### src/rtl/core/ccra_pkg.sv
// Package for the CRC challenge-response authentication unit.
// Holds payload types, codes, CRC helpers, secret tables and the sequencer program.
// No dependencies.
package ccra_pkg;

  localparam logic [31:0] CRC_POLY = 32'hEDB88320;
  localparam logic [31:0] CRC_ONES = 32'hFFFFFFFF;
  localparam int SECRET_LEN_DEF = 16;
  localparam int TAB_IDX_W = 6;
  localparam int PC_W = 6;
  localparam int CFG_IDX_W = 2;
  localparam int TMO_W = 26;

  // Seconds from milliseconds: (ms >> 3) * DIV_MUL >> DIV_SHIFT is exact for 26-bit input.
  localparam logic [23:0] DIV_MUL = 24'd8589935;
  localparam int DIV_SHIFT = 30;
  localparam logic [31:0] TIMEOUT_RST = 32'd5000;

  localparam logic [PC_W-1:0] REQ_ENTRY = 6'd0;
  localparam logic [PC_W-1:0] RSP_ENTRY = 6'd13;

  localparam logic [CFG_IDX_W-1:0] CFG_BOARD_ID = 2'd0;
  localparam logic [CFG_IDX_W-1:0] CFG_TIMEOUT = 2'd1;

  typedef enum logic [1:0] {
    OP_TICK = 2'd0,
    OP_REQ  = 2'd1,
    OP_BEAT = 2'd2,
    OP_RSP  = 2'd3
  } ccra_op_t;

  typedef enum logic [1:0] {
    FK_NONE      = 2'd0,
    FK_CHALLENGE = 2'd1,
    FK_RESULT    = 2'd2
  } ccra_frame_t;

  typedef enum logic [1:0] {
    AR_OK        = 2'd0,
    AR_BAD_NONCE = 2'd1,
    AR_BAD_KEY   = 2'd2
  } ccra_result_t;

  typedef enum logic {
    ST_IDLE,
    ST_RUN
  } ccra_state_t;

  typedef enum logic [3:0] {
    SRC_NONE,
    SRC_NOW,
    SRC_BOARD,
    SRC_NONCE,
    SRC_KEY,
    SRC_LTYPE,
    SRC_FLAGS,
    SRC_KSEC,
    SRC_CSEC
  } ccra_src_t;

  typedef enum logic [1:0] {
    ACT_NONE,
    ACT_SAVE_KEY,
    ACT_FIN
  } ccra_act_t;

  typedef struct packed {
    ccra_op_t    op;
    logic [31:0] now_ms;
    logic [31:0] auth_code;
    logic [7:0]  license_type;
    logic [7:0]  flags;
    logic [7:0]  seq;
  } ccra_in_t;

  typedef struct packed {
    ccra_frame_t  frame_kind;
    logic [31:0]  challenge_board;
    logic [31:0]  challenge_nonce;
    logic         is_unlocked;
    ccra_result_t auth_result;
    logic [7:0]   fail_total;
    logic [7:0]   granted_type;
    logic [15:0]  timeout_seconds;
    logic [7:0]   seq_echo;
  } ccra_out_t;

  typedef struct packed {
    logic start;
    logic is_rsp;
  } ccra_eng_ctl_t;

  typedef struct packed {
    logic        done;
    logic [31:0] crc;
  } ccra_eng_sts_t;

  typedef struct packed {
    ccra_src_t src;
    logic [1:0] bsel;
    logic      init;
    logic      loop;
    ccra_act_t act;
  } ccra_cw_t;

  function automatic logic [31:0] crc_byte(input logic [31:0] c, input logic [7:0] b);
    logic [31:0] v;
    v = c ^ {24'b0, b};
    for (int k = 0; k < 8; k++) begin
      v = v[0] ? ((v >> 1) ^ CRC_POLY) : (v >> 1);
    end
    return v;
  endfunction

  function automatic logic [7:0] key_secret(input logic [TAB_IDX_W-1:0] i);
    logic [7:0] b;
    case (i)
      6'd0:  b = 8'h31;
      6'd1:  b = 8'h39;
      6'd2:  b = 8'hC7;
      6'd3:  b = 8'h52;
      6'd4:  b = 8'hA6;
      6'd5:  b = 8'h0D;
      6'd6:  b = 8'h44;
      6'd7:  b = 8'hE8;
      6'd8:  b = 8'h92;
      6'd9:  b = 8'h16;
      6'd10: b = 8'h5A;
      6'd11: b = 8'hB3;
      6'd12: b = 8'hCF;
      6'd13: b = 8'h27;
      6'd14: b = 8'h68;
      6'd15: b = 8'h10;
      default: b = 8'h00;
    endcase
    return b;
  endfunction

  function automatic logic [7:0] code_secret(input logic [TAB_IDX_W-1:0] i);
    logic [7:0] b;
    case (i)
      6'd0:  b = 8'hA4;
      6'd1:  b = 8'h2D;
      6'd2:  b = 8'h7E;
      6'd3:  b = 8'h19;
      6'd4:  b = 8'hC0;
      6'd5:  b = 8'h83;
      6'd6:  b = 8'h55;
      6'd7:  b = 8'h6B;
      6'd8:  b = 8'hE1;
      6'd9:  b = 8'h37;
      6'd10: b = 8'h90;
      6'd11: b = 8'h4C;
      6'd12: b = 8'h2A;
      6'd13: b = 8'hF5;
      6'd14: b = 8'h08;
      6'd15: b = 8'hD6;
      default: b = 8'h00;
    endcase
    return b;
  endfunction

  function automatic ccra_cw_t mk_cw(input ccra_src_t s, input logic [1:0] b,
                                     input logic i, input logic l, input ccra_act_t a);
    ccra_cw_t w;
    w.src  = s;
    w.bsel = b;
    w.init = i;
    w.loop = l;
    w.act  = a;
    return w;
  endfunction

  // Sequencer program: the request runs from REQ_ENTRY, the response from RSP_ENTRY.
  function automatic ccra_cw_t ccra_rom(input logic [PC_W-1:0] pc);
    ccra_cw_t w;
    unique case (pc)
      6'd0:  w = mk_cw(SRC_NOW,   2'd0, 1'b1, 1'b0, ACT_NONE);
      6'd1:  w = mk_cw(SRC_NOW,   2'd1, 1'b0, 1'b0, ACT_NONE);
      6'd2:  w = mk_cw(SRC_NOW,   2'd2, 1'b0, 1'b0, ACT_NONE);
      6'd3:  w = mk_cw(SRC_NOW,   2'd3, 1'b0, 1'b0, ACT_NONE);
      6'd4:  w = mk_cw(SRC_BOARD, 2'd0, 1'b0, 1'b0, ACT_NONE);
      6'd5:  w = mk_cw(SRC_BOARD, 2'd1, 1'b0, 1'b0, ACT_NONE);
      6'd6:  w = mk_cw(SRC_BOARD, 2'd2, 1'b0, 1'b0, ACT_NONE);
      6'd7:  w = mk_cw(SRC_BOARD, 2'd3, 1'b0, 1'b0, ACT_NONE);
      6'd8:  w = mk_cw(SRC_NONCE, 2'd0, 1'b0, 1'b0, ACT_NONE);
      6'd9:  w = mk_cw(SRC_NONCE, 2'd1, 1'b0, 1'b0, ACT_NONE);
      6'd10: w = mk_cw(SRC_NONCE, 2'd2, 1'b0, 1'b0, ACT_NONE);
      6'd11: w = mk_cw(SRC_NONCE, 2'd3, 1'b0, 1'b0, ACT_NONE);
      6'd12: w = mk_cw(SRC_NONE,  2'd0, 1'b0, 1'b0, ACT_FIN);
      6'd13: w = mk_cw(SRC_BOARD, 2'd0, 1'b1, 1'b0, ACT_NONE);
      6'd14: w = mk_cw(SRC_BOARD, 2'd1, 1'b0, 1'b0, ACT_NONE);
      6'd15: w = mk_cw(SRC_BOARD, 2'd2, 1'b0, 1'b0, ACT_NONE);
      6'd16: w = mk_cw(SRC_BOARD, 2'd3, 1'b0, 1'b0, ACT_NONE);
      6'd17: w = mk_cw(SRC_LTYPE, 2'd0, 1'b0, 1'b0, ACT_NONE);
      6'd18: w = mk_cw(SRC_KSEC,  2'd0, 1'b0, 1'b1, ACT_NONE);
      6'd19: w = mk_cw(SRC_NONE,  2'd0, 1'b0, 1'b0, ACT_SAVE_KEY);
      6'd20: w = mk_cw(SRC_BOARD, 2'd0, 1'b1, 1'b0, ACT_NONE);
      6'd21: w = mk_cw(SRC_BOARD, 2'd1, 1'b0, 1'b0, ACT_NONE);
      6'd22: w = mk_cw(SRC_BOARD, 2'd2, 1'b0, 1'b0, ACT_NONE);
      6'd23: w = mk_cw(SRC_BOARD, 2'd3, 1'b0, 1'b0, ACT_NONE);
      6'd24: w = mk_cw(SRC_NONCE, 2'd0, 1'b0, 1'b0, ACT_NONE);
      6'd25: w = mk_cw(SRC_NONCE, 2'd1, 1'b0, 1'b0, ACT_NONE);
      6'd26: w = mk_cw(SRC_NONCE, 2'd2, 1'b0, 1'b0, ACT_NONE);
      6'd27: w = mk_cw(SRC_NONCE, 2'd3, 1'b0, 1'b0, ACT_NONE);
      6'd28: w = mk_cw(SRC_KEY,   2'd0, 1'b0, 1'b0, ACT_NONE);
      6'd29: w = mk_cw(SRC_KEY,   2'd1, 1'b0, 1'b0, ACT_NONE);
      6'd30: w = mk_cw(SRC_KEY,   2'd2, 1'b0, 1'b0, ACT_NONE);
      6'd31: w = mk_cw(SRC_KEY,   2'd3, 1'b0, 1'b0, ACT_NONE);
      6'd32: w = mk_cw(SRC_LTYPE, 2'd0, 1'b0, 1'b0, ACT_NONE);
      6'd33: w = mk_cw(SRC_FLAGS, 2'd0, 1'b0, 1'b0, ACT_NONE);
      6'd34: w = mk_cw(SRC_CSEC,  2'd0, 1'b0, 1'b1, ACT_NONE);
      6'd35: w = mk_cw(SRC_NONE,  2'd0, 1'b0, 1'b0, ACT_FIN);
      default: w = mk_cw(SRC_NONE, 2'd0, 1'b0, 1'b0, ACT_FIN);
    endcase
    return w;
  endfunction

endpackage

### src/rtl/core/ccra_engine.sv
// Microcoded CRC-32 engine: step counter, loop counter and a bytewise CRC datapath.
// Depends on ccra_pkg for the program table, the CRC step and the secret tables.
module ccra_engine import ccra_pkg::*; #(
  parameter int SECRET_LEN = SECRET_LEN_DEF
) (
  input  logic          clk,
  input  logic          rst_n,
  input  ccra_eng_ctl_t ctl,
  input  ccra_in_t      item,
  input  logic [31:0]   board,
  input  logic [31:0]   nonce,
  output ccra_eng_sts_t sts
);

  localparam int CNT_W = (SECRET_LEN > 1) ? $clog2(SECRET_LEN) : 1;
  localparam logic [CNT_W-1:0] CNT_LAST = CNT_W'(SECRET_LEN - 1);

  logic             run_r, run_nxt;
  logic [PC_W-1:0]  pc_r, pc_nxt;
  logic [CNT_W-1:0] cnt_r, cnt_nxt;
  logic [31:0]      crc_r, crc_nxt;
  logic [31:0]      key_r, key_nxt;
  ccra_cw_t         cw;
  logic [7:0]       feed_byte;
  logic [31:0]      crc_base;
  logic [4:0]       bofs;
  logic [TAB_IDX_W-1:0] tab_idx;

  assign cw      = ccra_rom(pc_r);
  assign bofs    = {cw.bsel, 3'b000};
  assign tab_idx = TAB_IDX_W'(cnt_r);
  assign crc_base = cw.init ? CRC_ONES : crc_r;

  always_comb begin
    case (cw.src)
      SRC_NOW:   feed_byte = item.now_ms[bofs +: 8];
      SRC_BOARD: feed_byte = board[bofs +: 8];
      SRC_NONCE: feed_byte = nonce[bofs +: 8];
      SRC_KEY:   feed_byte = key_r[bofs +: 8];
      SRC_LTYPE: feed_byte = item.license_type;
      SRC_FLAGS: feed_byte = item.flags;
      SRC_KSEC:  feed_byte = key_secret(tab_idx);
      SRC_CSEC:  feed_byte = code_secret(tab_idx);
      default:   feed_byte = 8'h00;
    endcase
  end

  always_comb begin
    run_nxt = run_r;
    pc_nxt  = pc_r;
    cnt_nxt = cnt_r;
    crc_nxt = crc_r;
    key_nxt = key_r;
    if (ctl.start) begin
      run_nxt = 1'b1;
      pc_nxt  = ctl.is_rsp ? RSP_ENTRY : REQ_ENTRY;
      cnt_nxt = '0;
    end else if (run_r) begin
      crc_nxt = (cw.src != SRC_NONE) ? crc_byte(crc_base, feed_byte) : crc_base;
      if (cw.act == ACT_SAVE_KEY) begin
        key_nxt = crc_r ^ CRC_ONES;
      end
      if (cw.act == ACT_FIN) begin
        run_nxt = 1'b0;
      end else if (cw.loop && (cnt_r != CNT_LAST)) begin
        cnt_nxt = cnt_r + 1'b1;
      end else begin
        cnt_nxt = '0;
        pc_nxt  = pc_r + 1'b1;
      end
    end
  end

  always_ff @(posedge clk) begin
    if (!rst_n) begin
      run_r <= 1'b0;
      pc_r  <= '0;
      cnt_r <= '0;
    end else begin
      run_r <= run_nxt;
      pc_r  <= pc_nxt;
      cnt_r <= cnt_nxt;
    end
  end

  always_ff @(posedge clk) begin
    crc_r <= crc_nxt;
    key_r <= key_nxt;
  end

  assign sts.done = run_r && (cw.act == ACT_FIN);
  assign sts.crc  = crc_r ^ CRC_ONES;

endmodule

### src/rtl/core/crc_challenge_response_auth.sv
// Top level of the CRC challenge-response authentication unit.
// Depends on ccra_pkg and instantiates ccra_engine.

// The unit works on one request at a time. Timeout ticks, heartbeats and responses that
// arrive with no nonce are settled in the cycle after acceptance. An auth request runs 13
// sequencer steps and an auth response a longer program with two loops over the secret
// tables, one CRC byte per cycle through the microcoded engine; in_stall is held while
// the engine runs. Each result then passes a pending register and the output register, so a
// new request can be accepted while the previous result still waits on out_stall.
module crc_challenge_response_auth import ccra_pkg::*; #(
  parameter int SECRET_LEN = SECRET_LEN_DEF
) (
  input  logic                 clk,
  input  logic                 rst_n,
  input  logic                 in_valid,
  output logic                 in_stall,
  input  ccra_in_t             in_data,
  output logic                 out_valid,
  input  logic                 out_stall,
  output ccra_out_t            out_data,
  input  logic                 cfg_valid,
  output logic                 cfg_ready,
  input  logic [CFG_IDX_W-1:0] cfg_index,
  input  logic [31:0]          cfg_data
);

  ccra_state_t   state_r, state_nxt;
  logic          unl_r, unl_nxt;
  logic [31:0]   nonce_r, nonce_nxt;
  logic [7:0]    fail_r, fail_nxt;
  logic [31:0]   beat_r, beat_nxt;
  logic [7:0]    lic_r, lic_nxt;
  logic [7:0]    flg_r, flg_nxt;
  logic [31:0]   board_r, board_nxt;
  logic [TMO_W-1:0] tmo_r, tmo_nxt;
  ccra_in_t      item_r, item_nxt;
  logic          pend_r, pend_nxt;
  ccra_out_t     pend_data_r, pend_data_nxt;
  logic          out_valid_r, out_valid_nxt;
  ccra_out_t     out_data_r, out_data_nxt;

  logic          in_accept;
  logic          out_free;
  logic          make_res;
  ccra_out_t     res;
  logic [7:0]    res_seq;
  logic [31:0]   elapsed;
  logic [31:0]   new_nonce;
  logic [46:0]   secs_prod;
  logic [16:0]   secs_q;
  logic [15:0]   secs;
  ccra_eng_ctl_t eng_ctl;
  ccra_eng_sts_t eng_sts;

  ccra_engine #(.SECRET_LEN(SECRET_LEN)) u_engine (
    .clk   (clk),
    .rst_n (rst_n),
    .ctl   (eng_ctl),
    .item  (item_r),
    .board (board_r),
    .nonce (nonce_r),
    .sts   (eng_sts)
  );

  assign in_stall  = (state_r != ST_IDLE) || pend_r;
  assign in_accept = in_valid && !in_stall;
  assign cfg_ready = 1'b1;
  assign out_valid = out_valid_r;
  assign out_data  = out_data_r;

  assign secs_prod = 47'(tmo_r[TMO_W-1:3]) * 47'(DIV_MUL);
  assign secs_q    = secs_prod[DIV_SHIFT +: 17];
  assign secs      = secs_q[16] ? 16'hFFFF : secs_q[15:0];
  assign elapsed   = in_data.now_ms - beat_r;
  assign new_nonce = (eng_sts.crc == 32'd0) ? 32'd1 : eng_sts.crc;

  always_comb begin
    state_nxt     = state_r;
    unl_nxt       = unl_r;
    nonce_nxt     = nonce_r;
    fail_nxt      = fail_r;
    beat_nxt      = beat_r;
    lic_nxt       = lic_r;
    flg_nxt       = flg_r;
    board_nxt     = board_r;
    tmo_nxt       = tmo_r;
    item_nxt      = item_r;
    pend_nxt      = pend_r;
    pend_data_nxt = pend_data_r;
    out_valid_nxt = out_valid_r;
    out_data_nxt  = out_data_r;
    eng_ctl       = '0;
    make_res      = 1'b0;
    res           = '0;
    res_seq       = item_r.seq;
    out_free      = !out_valid_r || !out_stall;

    if (out_free) begin
      out_valid_nxt = pend_r;
      out_data_nxt  = pend_data_r;
      pend_nxt      = 1'b0;
    end

    if (cfg_valid) begin
      unique case (cfg_index)
        CFG_BOARD_ID: board_nxt = cfg_data;
        CFG_TIMEOUT:  tmo_nxt   = cfg_data[TMO_W-1:0];
        default: ;
      endcase
    end

    unique case (state_r)
      ST_IDLE: begin
        if (in_accept) begin
          item_nxt = in_data;
          res_seq  = in_data.seq;
          unique case (in_data.op)
            OP_TICK: begin
              make_res = 1'b1;
              if (unl_r && (elapsed > {6'b0, tmo_r})) begin
                unl_nxt = 1'b0;
              end
            end
            OP_BEAT: begin
              make_res = 1'b1;
              if (unl_r) begin
                beat_nxt = in_data.now_ms;
              end
            end
            OP_REQ: begin
              eng_ctl.start  = 1'b1;
              eng_ctl.is_rsp = 1'b0;
              state_nxt      = ST_RUN;
            end
            OP_RSP: begin
              if (nonce_r == 32'd0) begin
                make_res        = 1'b1;
                unl_nxt         = 1'b0;
                fail_nxt        = fail_r + 1'b1;
                res.frame_kind  = FK_RESULT;
                res.auth_result = AR_BAD_NONCE;
              end else begin
                eng_ctl.start  = 1'b1;
                eng_ctl.is_rsp = 1'b1;
                state_nxt      = ST_RUN;
              end
            end
            default: ;
          endcase
        end
      end
      ST_RUN: begin
        if (eng_sts.done) begin
          state_nxt = ST_IDLE;
          make_res  = 1'b1;
          if (item_r.op == OP_REQ) begin
            nonce_nxt           = new_nonce;
            unl_nxt             = 1'b0;
            res.frame_kind      = FK_CHALLENGE;
            res.challenge_board = board_r;
            res.challenge_nonce = new_nonce;
          end else if (item_r.auth_code == eng_sts.crc) begin
            unl_nxt         = 1'b1;
            beat_nxt        = item_r.now_ms;
            fail_nxt        = 8'd0;
            lic_nxt         = item_r.license_type;
            flg_nxt         = item_r.flags;
            res.frame_kind  = FK_RESULT;
            res.auth_result = AR_OK;
          end else begin
            unl_nxt         = 1'b0;
            fail_nxt        = fail_r + 1'b1;
            res.frame_kind  = FK_RESULT;
            res.auth_result = AR_BAD_KEY;
          end
        end
      end
      default: state_nxt = ST_IDLE;
    endcase

    if (make_res) begin
      pend_nxt                  = 1'b1;
      pend_data_nxt             = res;
      pend_data_nxt.is_unlocked = unl_nxt;
      if (res.frame_kind == FK_RESULT) begin
        pend_data_nxt.fail_total      = fail_nxt;
        pend_data_nxt.granted_type    = lic_nxt;
        pend_data_nxt.timeout_seconds = secs;
        pend_data_nxt.seq_echo        = res_seq;
      end
    end
  end

  always_ff @(posedge clk) begin
    if (!rst_n) begin
      state_r     <= ST_IDLE;
      unl_r       <= 1'b0;
      nonce_r     <= 32'd0;
      fail_r      <= 8'd0;
      beat_r      <= 32'd0;
      lic_r       <= 8'd0;
      flg_r       <= 8'd0;
      board_r     <= 32'd0;
      tmo_r       <= TIMEOUT_RST[TMO_W-1:0];
      pend_r      <= 1'b0;
      out_valid_r <= 1'b0;
    end else begin
      state_r     <= state_nxt;
      unl_r       <= unl_nxt;
      nonce_r     <= nonce_nxt;
      fail_r      <= fail_nxt;
      beat_r      <= beat_nxt;
      lic_r       <= lic_nxt;
      flg_r       <= flg_nxt;
      board_r     <= board_nxt;
      tmo_r       <= tmo_nxt;
      pend_r      <= pend_nxt;
      out_valid_r <= out_valid_nxt;
    end
  end

  always_ff @(posedge clk) begin
    item_r      <= item_nxt;
    pend_data_r <= pend_data_nxt;
    out_data_r  <= out_data_nxt;
  end

endmodule

### config.mk
export PLATFORM = sky130hd
export DESIGN_NAME = crc_challenge_response_auth
export DESIGN_NICKNAME = d
export VERILOG_FILES = /design/src/rtl/core/ccra_pkg.sv /design/src/rtl/core/ccra_engine.sv /design/src/rtl/core/crc_challenge_response_auth.sv
export SDC_FILE = /design/constraint.sdc
export NUM_CORES = 2
export LEC_CHECK = 0
export ABC_AREA = 0
export BUFFER_PORTS_ARGS = -buffer_cell sky130_fd_sc_hd__buf_2
export CAP_MARGIN = 10
export CORE_ASPECT_RATIO = 0.9
export CORE_MARGIN = 2
export CORE_UTILIZATION = 55
export DETAILED_ROUTE_END_ITERATION = 12
export GPL_TIMING_DRIVEN = 1
export HOLD_SLACK_MARGIN = 0.08
export PLACE_DENSITY_LB_ADDON = 0.2
export SLEW_MARGIN = 20
export SYNTH_ARGS = -nofsm -noshare
export SYNTH_HDL_FRONTEND = slang
export SYNTH_SLANG_ARGS = --single-unit
### constraint.sdc
create_clock -name clk -period 7.6 [get_ports clk]
set_input_delay 1.52 -clock clk [delete_from_list [all_inputs] [get_ports clk]]
set_output_delay 1.52 -clock clk [all_outputs]
set_load 0.02 [all_outputs]
==> qor.yml <==
power:
  power_mw: 8.99
  combPwrFrac_pct: 29.0
  clock_power_share_pct: 32.0
  power.share.switching_pct: 32.1
  p_int_mw: 6.11
  seq_power_share_pct: 39.0
  power_density_nw_per_um2: 241
  power_switching_mw: 2.88
  leakagePower_nw: 16.3
  ir_drop_uv: 222
placement:
  pre_cts_ws_ns: 0.467
  place_area_um2: 35300
  io_buffers: 239
  gp_congestion: 0.972
  hpwlAfterDp_mm: 76.9
timing:
  relSlewSlack_pct: 26.3
  drv_slew: 0
  tightestPinTransition_ns: 1.10
  rsz0062_at_grt: "false"
  hold_viol: 0
  setup_tns_ns: 0
  setup_viol: 0
  fin_ws_ns: 0.486
  finalCriticalPeriod_ns: 7.11
  fin_skew_ns: 0.0281
  finalCritPeriodShare_pct: 93.6
  fmax_ghz: 0.141
routing:
  wl_per_cell_um: 23.7
  wirelength_mm: 98.1
  via_per_inst: 5.95
  firstDrtPassIters: 5
  ant_nets: 0
  remaining_drc_errors: 0
  vias: 24600
  drtIter0Drc: 2784
finish:
  syn2layout_area_growth_pct: 11.7
  stdcell_area_um2: 37300
  fillers: 4886
  ff_latch_area_um2: 14800
  drive_gt1_share_pct: 12.9
  multi_input_area_um2: 16700
  fin_nets: 3904
yosys:
  ys_seq_area_share_pct: 44.2
  yosys.area.top_type: "edfxtp_1"
  synth-edff-count: 372
  synthTopCellsByArea: "edfxtp_1 33%, ha_1 12%, dfxtp_1 11%"
  synth_nets: 3699
  synth_cell_type_count: 92
  yosysWarnings: 0
  postSynthAreaPerCell_um2: 10.8
  yosysMostFrequentCell: "inv_1"
  ys_async_sr_fraction_pct: 0
  syn_inst: 3100
  synth.top_cell.area_share_pct: 33.4
  synthTopCellsByCount: "400 x inv_1, 372 x edfxtp_1, 314 x ha_1"
  synth-main-ff-cell: "edfxtp_1"
  synth_area_um2: 33400
  synth-seq-cells: 551
cts:
  cts_setup_buffers: 0
  cts.sinks: 551
  cts_inserted_buffers: 55
  clockBufferDepth: 3
  clkTransAtPathRegs_ns: 0.06
  cts_max_level: 2
  clockRootBuffer: "clkbuf_16"
  clk_latency_ns: 0.63
  cts_tree: "built"
grt:
  track_usage_pct: 31.0
  grt_pass1_vias: 23900
  antenna_found_initial: 7
  grt-ovfl-total: 0
  grt_max_degree: 76
  grt_pass1_wl_mm: 147
floorplanning:
  start_util_pct: 55.7
  die_w_um: 264
  io_pins: 241
  die_h_um: 238
  core.rowCount: 85
  die-area_um2: 62700
  core_area_um2: 60000
worst_setup_path:
  critical_path_class: "flop to flop"
  cp.required_ns: 7.94
  worstSetupEndpointType: "flop"
  arrival_ns: 7.45
  critPathLaunchType: "flop"
  critPathMaxFanout: 10
  ff2ff_path_depth: 22
min_path:
  min_path_cells: 0
  hold_class: "flop to flop"
run:
  max-cap-violations: 0
status:
  run_status: "completed"
-- flip-flops by register name, indices dropped and copies added, names as in the netlist, named ones only --
name / cells
beat_r: 32
board_r: 32
fail_r: 8
item_r: 90
lic_r: 8
nonce_r: 32
out_data: 109
out_valid: 1
pend_data_r: 109
pend_r: 1
state_r: 1
tmo_r: 26
u_engine.cnt_r: 4
u_engine.crc_r: 32
u_engine.cw: 10
u_engine.key_r: 32
u_engine.pc_r: 6
u_engine.run_r: 1
unl_r: 1
-- cell families (layout without fill, tap and decap cells) --
logic type / after synthesis / after routing / synth area share, %
compound gates: 634 / 634 / 12.2
xor+xnor: 130 / 130 / 3.94
fa+ha+maj: 470 / 470 / 21.1
buf+inv: 520 / 772 / 6.04
flops: 551 / 551 / 44.2
mux: 80 / 80 / 2.58
other cells: 1 / 4 / 0.0112
simple gates: 714 / 714 / 9.91
-- per-layer routing --
metal	track usage [%]	up-vias	share of wire [%]
li1	-	11300	-
met1	47.2	12000	45
met2	45.1	1181	43
met3	6.55	158	10
met4	7.27	2	2.3
met5	0	-	0.011
-- worst max-delay path, cell delays in order (launching register included) --
cell,delay (ns)
dfxtp_1,0.69
ha_1,0.28
inv_1,0.09
fa_1,0.48
fa_1,0.44
fa_1,0.56
inv_1,0.06
fa_1,0.48
inv_1,0.06
fa_1,0.41
inv_1,0.09
fa_1,0.42
ha_1,0.35
a21o_1,0.21
a21o_1,0.18
a21oi_1,0.27
nand3_1,0.21
a211oi_1,0.63
nor2_1,0.14
o221a_2,0.32
a31oi_1,0.20
xor2_1,0.18
a21oi_1,0.09
-- area by class of cell --
class,count,area share [%]
Tap cell,783,2.63
Antenna cell,3,0.0201
Multi-Input combinational cell,2029,44.8
Sequential cell,551,39.6
Clock inverter,34,1.10
Timing Repair Buffer,268,3.80
Inverter,400,4.04
Clock buffer,70,4.11
-- power by group through the flow --
stage | Clock, mW | Combinational (mW) | Sequential, mW
6_report | 2.88 | 2.60 | 3.51
5_1_grt | 3.03 | 2.89 | 3.51
4_1_cts | 2.91 | 2.57 | 3.50
3_5_place_dp | 0 | 2.55 | 3.57
3_3_place_gp | 0 | 2.47 | 3.56
2_1_floorplan | 0 | 1.79 | 3.55
-- worst paths after layout --
path                    startpoint         endpoint  slack [ns]
hold / removal    pend_data_r[106]    out_data[106]        0.41
setup reg to reg         tmo_r[14]  pend_data_r[14]        0.49
setup / recovery         tmo_r[14]  pend_data_r[14]        0.49
hold reg to reg   pend_data_r[106]    out_data[106]        0.41
-- cell usage in the layout (no fill, tap or decap), types with 14 or more instances in the layout --
master / Yosys / layout
a31oi_1: 37 / 37
edfxtp_1: 372 / 372
and3_1: 42 / 42
mux2i_1: 58 / 58
xnor2_1: 53 / 53
o211ai_1: 15 / 15
fa_1: 156 / 156
nand2b_1: 20 / 20
nand2_1: 235 / 232
a21o_1: 50 / 50
xor2_1: 61 / 61
o21ai_0: 93 / 93
nor2_1: 237 / 236
buf_4: 6 / 28
clkinv_2: 0 / 15
a21oi_1: 226 / 225
buf_2: 5 / 239
a211oi_1: 46 / 46
inv_1: 400 / 398
o22a_1: 23 / 23
nor2b_1: 19 / 18
ha_1: 314 / 314
nor4_1: 21 / 19
nand3_1: 30 / 30
dfxtp_1: 179 / 177
nand4_1: 39 / 39
nor3_1: 21 / 20
mux2_2: 18 / 18
a22oi_1: 14 / 14
clkbuf_16: 0 / 56
-- through the flow --
stage | std cells | hold WS [ns] | utilization [%]
floorplan | 3100 | 0.400 | -
global placement | 4030 | 0.400 | 58.9
detailed placement | 4030 | 0.405 | 58.9
CTS | 4134 | 0.409 | 62.2
global route | 4137 | 0.417 | 62.2
finish | 4138 | 0.412 | 62.2
-- repair_timing --
item	4_1_cts	5_1_grt
hold buffers	0	0
gates resized for setup	0	1
endpoints found under the setup margin	0	4
(Power assumes the default switching activity.)
